$ cat config.mk
export PLATFORM = sky130hd
export DESIGN_NAME = linear_to_tformat_tile_address_unit
export DESIGN_NICKNAME = d
export VERILOG_FILES = /design/src/rtl/ltt_pkg.sv /design/src/rtl/ltt_tile_map.sv /design/src/rtl/linear_to_tformat_tile_address_unit.sv
export VERILOG_INCLUDE_DIRS = /design/src /design/src/rtl
export SDC_FILE = /design/constraint.sdc
export NUM_CORES = 1
export LEC_CHECK = 0
export BUFFER_PORTS_ARGS = -buffer_cell sky130_fd_sc_hd__clkbuf_2
export CAP_MARGIN = 20
export CORE_ASPECT_RATIO = 1.5
export CORE_MARGIN = 4
export CORE_UTILIZATION = 50
export CTS_CLUSTER_SIZE = 30
export DETAILED_ROUTE_END_ITERATION = 8
export PLACE_DENSITY = 0.77
export SYNTH_ARGS = -nofsm -noshare
export SYNTH_HDL_FRONTEND = slang
export SYNTH_SLANG_ARGS = --single-unit
$ cat constraint.sdc
create_clock -name clk -period 2.8 [get_ports clk]
set_clock_uncertainty 0.05 [all_clocks]
set_input_delay 0.42 -clock clk [delete_from_list [all_inputs] [get_ports clk]]
set_output_delay 0.42 -clock clk [all_outputs]
set_load 0.05 [all_outputs]
$ cat src/rtl/linear_to_tformat_tile_address_unit_macros.svh
// ---------------------------------------------------------------------------
// Assertion macros for the linear-to-tiled address unit
// Shared concurrent assertion forms, clocked on clk, disabled in reset.
// ---------------------------------------------------------------------------
`ifndef LINEAR_TO_TFORMAT_TILE_ADDRESS_UNIT_MACROS_SVH
`define LINEAR_TO_TFORMAT_TILE_ADDRESS_UNIT_MACROS_SVH

// Same-cycle implication.
`define LTT_ASSERT_IMPL(label, pre, post) \
    label: assert property (@(posedge clk) disable iff (!rst_n) (pre) |-> (post)) \
        else $error("ltt assertion failed");

// Next-cycle implication.
`define LTT_ASSERT_NEXT(label, pre, post) \
    label: assert property (@(posedge clk) disable iff (!rst_n) (pre) |=> (post)) \
        else $error("ltt assertion failed");

`endif

$ cat src/rtl/ltt_pkg.sv
// ---------------------------------------------------------------------------
// ltt_pkg
// Types and constants of the linear-to-tiled address unit.
// ---------------------------------------------------------------------------
package ltt_pkg;

    localparam int COL_W    = 8;
    localparam int ROW_W    = 8;
    localparam int PIXEL_W  = 32;
    localparam int OFFSET_W = 16;
    localparam int BANDS_W  = 3;
    localparam int BAND_POS_W = 2;

    // Largest meaningful band count: 256 rows fill the offset space.
    localparam logic [BANDS_W-1:0] MAX_BANDS   = 3'd4;
    localparam logic [BANDS_W-1:0] RESET_BANDS = 3'd4;

    // Control bits that travel with each pipeline stage.
    typedef struct packed {
        logic valid;
        logic oor;
    } ltt_ctrl_t;

endpackage

$ cat src/rtl/ltt_tile_map.sv
// ---------------------------------------------------------------------------
// ltt_tile_map
// Maps band position, column and row to the tiled word offset.
// ---------------------------------------------------------------------------
module ltt_tile_map
    import ltt_pkg::*;
(
    input  logic [BAND_POS_W-1:0] band_pos,
    input  logic [COL_W-1:0]      column,
    input  logic [5:0]            row,        // row within its band
    output logic [OFFSET_W-1:0]   word_offset
);

    logic       upper;
    logic [2:0] tile_field;
    logic [1:0] sel;
    logic [1:0] sub;

    assign upper = row[5];
    assign sel   = {column[4], row[4]};

    // Lower half runs right to left.
    assign tile_field = upper ? column[7:5] : ~column[7:5];

    always_comb
    begin
        sub = 2'd0;
        if (upper)
        begin
            case (sel)
                2'd0:    sub = 2'd1;
                2'd1:    sub = 2'd0;
                2'd2:    sub = 2'd2;
                2'd3:    sub = 2'd3;
                default: sub = 2'd0;
            endcase
        end
        else
        begin
            case (sel)
                2'd0:    sub = 2'd3;
                2'd1:    sub = 2'd2;
                2'd2:    sub = 2'd0;
                2'd3:    sub = 2'd1;
                default: sub = 2'd0;
            endcase
        end
    end

    // band | half | tile | subtile | microtile row,col | pixel row,col
    assign word_offset = {band_pos, ~upper, tile_field, sub,
                          ~row[3:2], column[3:2], ~row[1:0], column[1:0]};

endmodule

$ cat src/rtl/linear_to_tformat_tile_address_unit.sv
// ---------------------------------------------------------------------------
// linear_to_tformat_tile_address_unit
// Linear 256-wide image pixel to tiled texture word offset.
// ---------------------------------------------------------------------------
// Path: an accepted start passes the stage 1, 2 and 3 registers to the done strobe.
// Throughput: one transaction per cycle; busy is held low, the pipeline
//   never stalls because the receiver cannot hold results off.
// Reset: rst_n clears all valid bits and sets band_count to 4.
// ---------------------------------------------------------------------------
module linear_to_tformat_tile_address_unit
    import ltt_pkg::*;
(
    input  logic                clk,
    input  logic                rst_n,
    // configuration
    input  logic                band_count_wr_en,
    input  logic [BANDS_W-1:0]  band_count_wdata,
    // input transaction
    input  logic                start,
    output logic                busy,
    input  logic [COL_W-1:0]    column,
    input  logic [ROW_W-1:0]    row,
    input  logic [PIXEL_W-1:0]  pixel_in,
    // result transaction
    output logic                done,
    output logic [OFFSET_W-1:0] word_offset,
    output logic [PIXEL_W-1:0]  pixel_out,
    output logic                row_out_of_range
);

`include "linear_to_tformat_tile_address_unit_macros.svh"

    logic [BANDS_W-1:0] band_count_reg;
    logic [BANDS_W-1:0] band_count_next;
    logic [BANDS_W-1:0] bands_clamped;

    // Stage 1: range check and band position.
    ltt_ctrl_t              s1_ctrl_reg,  s1_ctrl_next;
    logic [BAND_POS_W-1:0]  s1_band_pos_reg, s1_band_pos_next;
    logic [COL_W-1:0]       s1_col_reg;
    logic [5:0]             s1_row_reg;     // row within its band
    logic [PIXEL_W-1:0]     s1_pixel_reg;

    // Stage 2: tiled offset.
    ltt_ctrl_t              s2_ctrl_reg;
    logic [OFFSET_W-1:0]    s2_offset_reg, s2_offset_next;
    logic [PIXEL_W-1:0]     s2_pixel_reg;

    // Stage 3: output register.
    ltt_ctrl_t              s3_ctrl_reg;
    logic [OFFSET_W-1:0]    s3_offset_reg, s3_offset_next;
    logic [PIXEL_W-1:0]     s3_pixel_reg;

    logic accept;

    assign busy   = 1'b0;
    assign accept = start && !busy;

    // Configuration register; the user must write it only while the pipeline is empty, the block does not enforce this.
    assign band_count_next = band_count_wr_en ? band_count_wdata : band_count_reg;

    always_ff @(posedge clk or negedge rst_n)
    begin
        if (!rst_n)
            band_count_reg <= RESET_BANDS;
        else
            band_count_reg <= band_count_next;
    end

    // Counts above four behave as four; zero flags every row.
    assign bands_clamped = (band_count_reg > MAX_BANDS) ? MAX_BANDS : band_count_reg;

    always_comb
    begin
        s1_ctrl_next.valid = accept;
        s1_ctrl_next.oor   = ({1'b0, row[7:6]} >= bands_clamped);
        // Top band first: position = bands - 1 - row band, modulo 4.
        s1_band_pos_next   = bands_clamped[BAND_POS_W-1:0] - 2'd1 - row[7:6];
    end

    always_ff @(posedge clk or negedge rst_n)
    begin
        if (!rst_n)
        begin
            s1_ctrl_reg <= '0;
            s2_ctrl_reg <= '0;
            s3_ctrl_reg <= '0;
        end
        else
        begin
            s1_ctrl_reg <= s1_ctrl_next;
            s2_ctrl_reg <= s1_ctrl_reg;
            s3_ctrl_reg <= s2_ctrl_reg;
        end
    end

    always_ff @(posedge clk)
    begin
        s1_band_pos_reg <= s1_band_pos_next;
        s1_col_reg      <= column;
        s1_row_reg      <= row[5:0];
        s1_pixel_reg    <= pixel_in;
        s2_offset_reg   <= s2_offset_next;
        s2_pixel_reg    <= s1_pixel_reg;
        s3_offset_reg   <= s3_offset_next;
        s3_pixel_reg    <= s2_pixel_reg;
    end

    ltt_tile_map u_tile_map (
        .band_pos    (s1_band_pos_reg),
        .column      (s1_col_reg),
        .row         (s1_row_reg),
        .word_offset (s2_offset_next)
    );

    // Out-of-range rows report a zero offset.
    assign s3_offset_next = s2_ctrl_reg.oor ? '0 : s2_offset_reg;

    assign done             = s3_ctrl_reg.valid;
    assign row_out_of_range = s3_ctrl_reg.oor;
    assign word_offset      = s3_offset_reg;
    assign pixel_out        = s3_pixel_reg;

    `LTT_ASSERT_NEXT(a_start_enters, start, s1_ctrl_reg.valid)
    `LTT_ASSERT_IMPL(a_latency, start, ##3 done)
    `LTT_ASSERT_IMPL(a_oor_zero, done && row_out_of_range, word_offset == '0)
    `LTT_ASSERT_IMPL(a_pixel_bits, done && !row_out_of_range,
        word_offset[3:0] == {~$past(row[1:0], 3), $past(column[1:0], 3)})

endmodule

=== Yosys cells after proc, flatten, opt, wreduce, memory -nomap -nowiden ===
Cells that the tools add are included.

* Logic and storage cells: 32
* Input bits: 55
* Output and inout bits: 51
* Flip-flop bits (word level): 153

* Add/subtract/negate cells: 2
* Multiplexer cells: 5
* Bitwise operators: 4
* Reduce and logical (&&, ||, !) cells: 1
* Magnitude comparators: 2
* Eq/ne operators: 3

{| class="wikitable"
|+ Operators with widths
! kind !! count
|-
| $pmux W2 S4 || 2
|-
| $mux W3 || 2
|-
| $eq A2 B2 Y1 const B || 2
|-
| $not A2 Y2 || 2
|-
| $ge A2 B3 Y1 || 1
|-
| $gt A3 B3 Y1 const B || 1
|-
| $not A3 Y3 || 1
|-
| $eq A2 B1 Y1 const B || 1
|-
| $logic_not A2 Y1 || 1
|-
| $mux W2 || 1
|-
| $sub A2 B1 Y2 const B || 1
|-
| $sub A2 B2 Y2 || 1
|-
| $not A1 Y1 || 1
|}

=== Depth between registers and ports, before layout ===
* Word-level depth: 4
* Gate-level depth with buffers: 4
* Gate-level depth less buffers: 4

=== Modules after synthesis ===
Synthesis repeated with hierarchy kept, for this count alone.

* Cell total of the unflattened synthesis: 209
* Area, all modules: 3515.9 um^2

{| class="wikitable"
|+ By module, submodules not included
! module !! seq. area each (um^2) !! cells an instance !! area an instance (um^2) !! times used
|-
| linear_to_tformat_tile_address_unit || 3109.2 || 184 || 3334.4 || 1
|-
| ltt_tile_map || 0.0 || 25 || 181.4 || 1
|}

=== Worst setup path after synthesis ===
No wires, ideal clock.

* Path kind: register to register
* From: reg band_count_reg[2]
* To: reg s1_ctrl_reg[0] (netlist bit)
* Arrival time: 1062 ps
* Required time: 2626 ps
* Buffers on the path: 0
* Setup slack: 1563 ps
* Clock period less this slack: 1237 ps
* Stages on the path, launching flop included: 5
* Cell sequence: dfstp_2 nor2b_1 ha_1 nor3b_1 nor3_1

{| class="wikitable"
|+ RTL lines
! item !! RTL line !! source
|-
| start: declaration || linear_to_tformat_tile_address_unit.sv:33 || <nowiki>logic [BANDS_W-1:0] band_count_reg;</nowiki>
|-
| start signal: assignment || linear_to_tformat_tile_address_unit.sv:67 || <nowiki>band_count_reg <= band_count_next;</nowiki>
|-
| end signal: assignment || linear_to_tformat_tile_address_unit.sv:91 || <nowiki>s1_ctrl_reg <= s1_ctrl_next;</nowiki>
|-
| end: declaration || linear_to_tformat_tile_address_unit.sv:38 || <nowiki>ltt_ctrl_t s1_ctrl_reg, s1_ctrl_next;</nowiki>
|}

=== Final worst setup path ===
* From: reg s3_ctrl_reg (netlist bit done)
* To: out done

{| class="wikitable"
|+ RTL lines
! item !! RTL line !! source
|-
| start: declaration || linear_to_tformat_tile_address_unit.sv:50 || <nowiki>ltt_ctrl_t s3_ctrl_reg;</nowiki>
|-
| start signal: assignment || linear_to_tformat_tile_address_unit.sv:93 || <nowiki>s3_ctrl_reg <= s2_ctrl_reg;</nowiki>
|-
| end: declaration || linear_to_tformat_tile_address_unit.sv:25 || <nowiki>output logic done,</nowiki>
|}

No word-level cell between the ends.

==> results.txt <==
----------------------------------------------------
[Detailed routing]
  Met2 wire length ... 3.30 mm
  Sum of met3 wire segment lengths after detailed routing ... around 380 um
  Detailed-route wire length ... between 5 and 6 mm
  Routed vias ... between 1500 and 2000
  Wirelength per Cell ... ~13 um
  Final routed DRC violation total ... 0
  Length of the first detailed-routing pass in iterations ... 4
  DR top layer ... met4
  Iter 0 DRT Violations ... a little under 90
  Met1 layer wirelength in the final routing ... 2.13 mm
  ANT nets after route ... 0
  Drt via density ... 4.16

[Power and ir drop]
  Leakage dissipation ... roughly 2.4 nW
  Worst supply voltage drop on vdd ... 0.000589 V
  Pwr/cell area ... approximately 980 nW/um^2

[Yosys]
  Dominant synthesized flop cell ... sky130_fd_sc_hd__dfxtp_1
  Fraction of synthesis flops using an asynchronous set or reset pin ... 0.0588
  Proportion of netlist area held by the largest area contributor ... 0.831
  Number of enable-type register cells in the synthesized netlist ... 0
  Largest family of logic cells by synthesized area ... simple AND/OR/NAND/NOR gates
  Most frequent cells after synthesis ... sky130_fd_sc_hd__dfxtp_1, sky130_fd_sc_hd__nor2b_1, sky130_fd_sc_hd__inv_1, sky130_fd_sc_hd__dfrtp_1, sky130_fd_sc_hd__ha_1
  YS warnings ... 0
  Post-synthesis cell count ... between 200 and 250
  XOR/XNOR share of the synthesized area ... 0.0101
  Multiplexer area fraction after synthesis ... 0.00973
  Synthesized netlist net count ... about 260
  Dominant cells by area after synthesis ... sky130_fd_sc_hd__dfxtp_1, sky130_fd_sc_hd__dfrtp_1, sky130_fd_sc_hd__nor2b_1
  Cell type with the largest total area after synthesis ... sky130_fd_sc_hd__dfxtp_1
  Seq cells post-synth ... around 150
  Most frequent cell after synthesis ... sky130_fd_sc_hd__dfxtp_1
  Synthesized-area fraction occupied by adder cells ... 0.0216
  Post-synthesis instance area ... 3470 um^2
  Fraction of the yosys area taken by sequential cells ... 0.896
  Area fraction in and, or, nand and nor cells after synthesis ... 0.0418
  Syn Area/Cell ... 17.1 um^2
  Cell variety after synth ... 19
  Share of the synthesized area in compound gates (AO/OA/AOI/OAI) ... 0.00144

[Layout]
  Layout area overhead ... 48.3%
  Multi-input combinational cell area ... 298 um^2
  Finished Core Util ... 0.777
  Sequential cell area in the final layout ... slightly above 3000 um^2
  Diodes inserted ... 0
  Proportion of layout cells with a drive suffix above 1 ... 0.365
  Final non-filler cell area ... 5150 um^2
  Filler cell count ... 390
  Count of nets after finishing ... ~430

[Clocking]
  Buffers inserted during post-CTS setup optimization ... 0
  Clk pin slew, worst setup/hold paths ... roughly 60 ps
  Clock tree buffer depth ... 2
  Clk Latency, worst-skew pair ... 500 ps
  Root Driver ... sky130_fd_sc_hd__clkbuf_8
  TritonCTS clock tree ... built
  H-Tree Level Count ... 4
  TritonCTS Buffers ... 17
  Number of sinks driven by the clock tree ... 153

[Setup path]
  Critical path fanouts, max ... 1
  Number of cell instances on the worst register-to-register path ... 4
  Peak per-stage delay on the critical path ... 340 ps
  Kind of launch point of the worst setup path ... register
  Capture instance of the worst register-to-register path ... s1_ctrl_reg[0]
  List of cells traversed by the critical path ... clkbuf_2
  Required time of the critical path ... approximately 2300 ps
  Launch instance of the worst register-to-register path ... band_count_reg[2]
  Kind of cell with the highest combined delay on the critical path ... flip-flops
  Critical path arrival ... around 1100 ps
  FF-to-FF setup slack ... around 1500 ps
  Critical path type ... reg -> out
  Library cell contributing the largest single delay on the critical path ... sky130_fd_sc_hd__dfrtp_1
  Capturing element type of the critical path ... output port
  CP Buf/Inv Count ... 1

[GRT]
  Number of global-route vias before repair ... around 2000
  First-pass GRT wire length ... slightly below 10 mm
  Largest net degree at the start of global routing ... 18
  Antenna violations before repair ... 0
  Aggregate global routing overflow ... 0
  Global Route Usage Sum ... 0.160

[STA]
  Clock period minus final worst setup slack ... 1590 ps
  Maximum frequency from static timing analysis ... 628 MHz
  Final number of max-transition violations ... 0
  Final setup TNS ... 0 ps
  Final Hold Fails ... 0
  Unrepaired setup endpoints after global routing ... no
  Share of the clock period used by the worst path ... 0.569
  Setup violations, final ... 0

[Job]
  Max-cap violations ... 0

[Placement]
  GP Congestion ... just over 0.7
  Detailed Place HPWL ... about 3.4 mm
  # port buffers ... about 100
  Post-Place Cell Area ... approximately 4000 um^2

[Floorplanning]
  Placement row count ... 36
  Horizontal die dimension ... roughly 76 um
  Die extent in y ... ~110 um
  Initial core utilization ... 0.524
  Die area ... between 8000 and 9000 um^2
  Top Ports ... 106
  Core area ... 6620 um^2

[Worst hold path]
  Hold Path Class ... in -> reg
  Startpoint of the worst hold path ... band_count_wdata[1]
  Hold Path End ... band_count_reg[1]
  Number of cells on the worst hold path ... 2

[Status]
  Run status ... complete, no violations

----------------------------------------------------
-- cell usage in the layout, fill, tap and decap left out --
cell type,Yosys,layout
sky130_fd_sc_hd__clkinv_2,0,3
sky130_fd_sc_hd__and2b_1,2,2
sky130_fd_sc_hd__bufinv_16,0,2
sky130_fd_sc_hd__dlygate4sd3_1,0,48
sky130_fd_sc_hd__nor3_1,1,1
sky130_fd_sc_hd__dfrtp_1,8,8
sky130_fd_sc_hd__xor2_1,1,1
sky130_fd_sc_hd__nor2_1,2,2
sky130_fd_sc_hd__clkbuf_16,0,16
sky130_fd_sc_hd__ha_1,6,6
sky130_fd_sc_hd__clkbuf_1,0,1
sky130_fd_sc_hd__dfxtp_1,144,144
sky130_fd_sc_hd__nor3b_1,1,1
sky130_fd_sc_hd__clkbuf_2,0,104
sky130_fd_sc_hd__a21oi_1,1,1
sky130_fd_sc_hd__xnor2_1,3,3
sky130_fd_sc_hd__clkbuf_8,0,9
sky130_fd_sc_hd__mux2_2,3,3
sky130_fd_sc_hd__clkinvlp_4,0,1
sky130_fd_sc_hd__nor3_2,1,1
sky130_fd_sc_hd__conb_1,1,1
sky130_fd_sc_hd__inv_1,9,9
sky130_fd_sc_hd__nor2b_1,15,15
sky130_fd_sc_hd__dfstp_2,1,1
sky130_fd_sc_hd__nand2b_1,1,1
-- worst max path at each step --
stage / from / endpoint / slack, ps / depth (start not counted)
5_1_grt: word_offset[15] / word_offset[15] / 1140 / 1
3_5_place_dp: band_count_reg[2] / s1_ctrl_reg[0] / 1510 / 4
3_3_place_gp: band_count_reg[2] / s1_ctrl_reg[0] / 1550 / 4
6_report: done / done / 1210 / 1
2_1_floorplan: band_count_reg[2] / s1_ctrl_reg[0] / 1560 / 4
4_1_cts: done / done / 1160 / 1
-- cells by family after synthesis --
group	after synthesis
buffers and inverters	12
AOI/OAI and AO/OA	1
xor gates and xnor gates	4
DFF	153
other	1
muxes	3
and+or+nand+nor	23
adders and majority gates	6
-- routing by layer --
layer  vias to the layer above  GRT usage
met4                         0      0.103
met5                         -          0
met1                       869      0.156
met2                        78      0.276
li1                        955          -
met3                        11     0.0699
-- stage by stage --
step                      hold WS (ps)  power (mW)  setup WS, ps  std cells
after floorplan                   74.4        2.68          1560        203
after global placement             240        2.78          1550        380
after detailed placement           243        2.79          1510        380
after CTS                         58.9        5.09          1160        460
after global routing              78.2        5.23          1140        460
final                              100        5.04          1210        460
-- cell type report --
| type | instances | share of cell area |
|---|---|---|
| clock buffers | 26 | 0.103 |
| clock inverters | 6 | 0.0160 |
| inverters | 9 | 0.00656 |
| multi-input cells | 38 | 0.0579 |
| flip-flops and latches | 153 | 0.604 |
| well taps | 76 | 0.0185 |
| repair buffers | 152 | 0.194 |
-- power breakdown --
group          leakage [nW]  switching, mW  internal [mW]  total [mW]
clock                 0.303          0.782           1.45        2.24
combinational         0.815          0.280          0.136       0.416
sequential             1.32         0.0492           2.34        2.38
total                  2.44           1.11           3.93        5.04
-- repair_timing --
action,in CTS,in global routing
endpoints found under the hold margin,56,0
gates resized for setup,0,0
hold buffers,48,0
No activity file was read; power rests on OpenSTA's default activity.
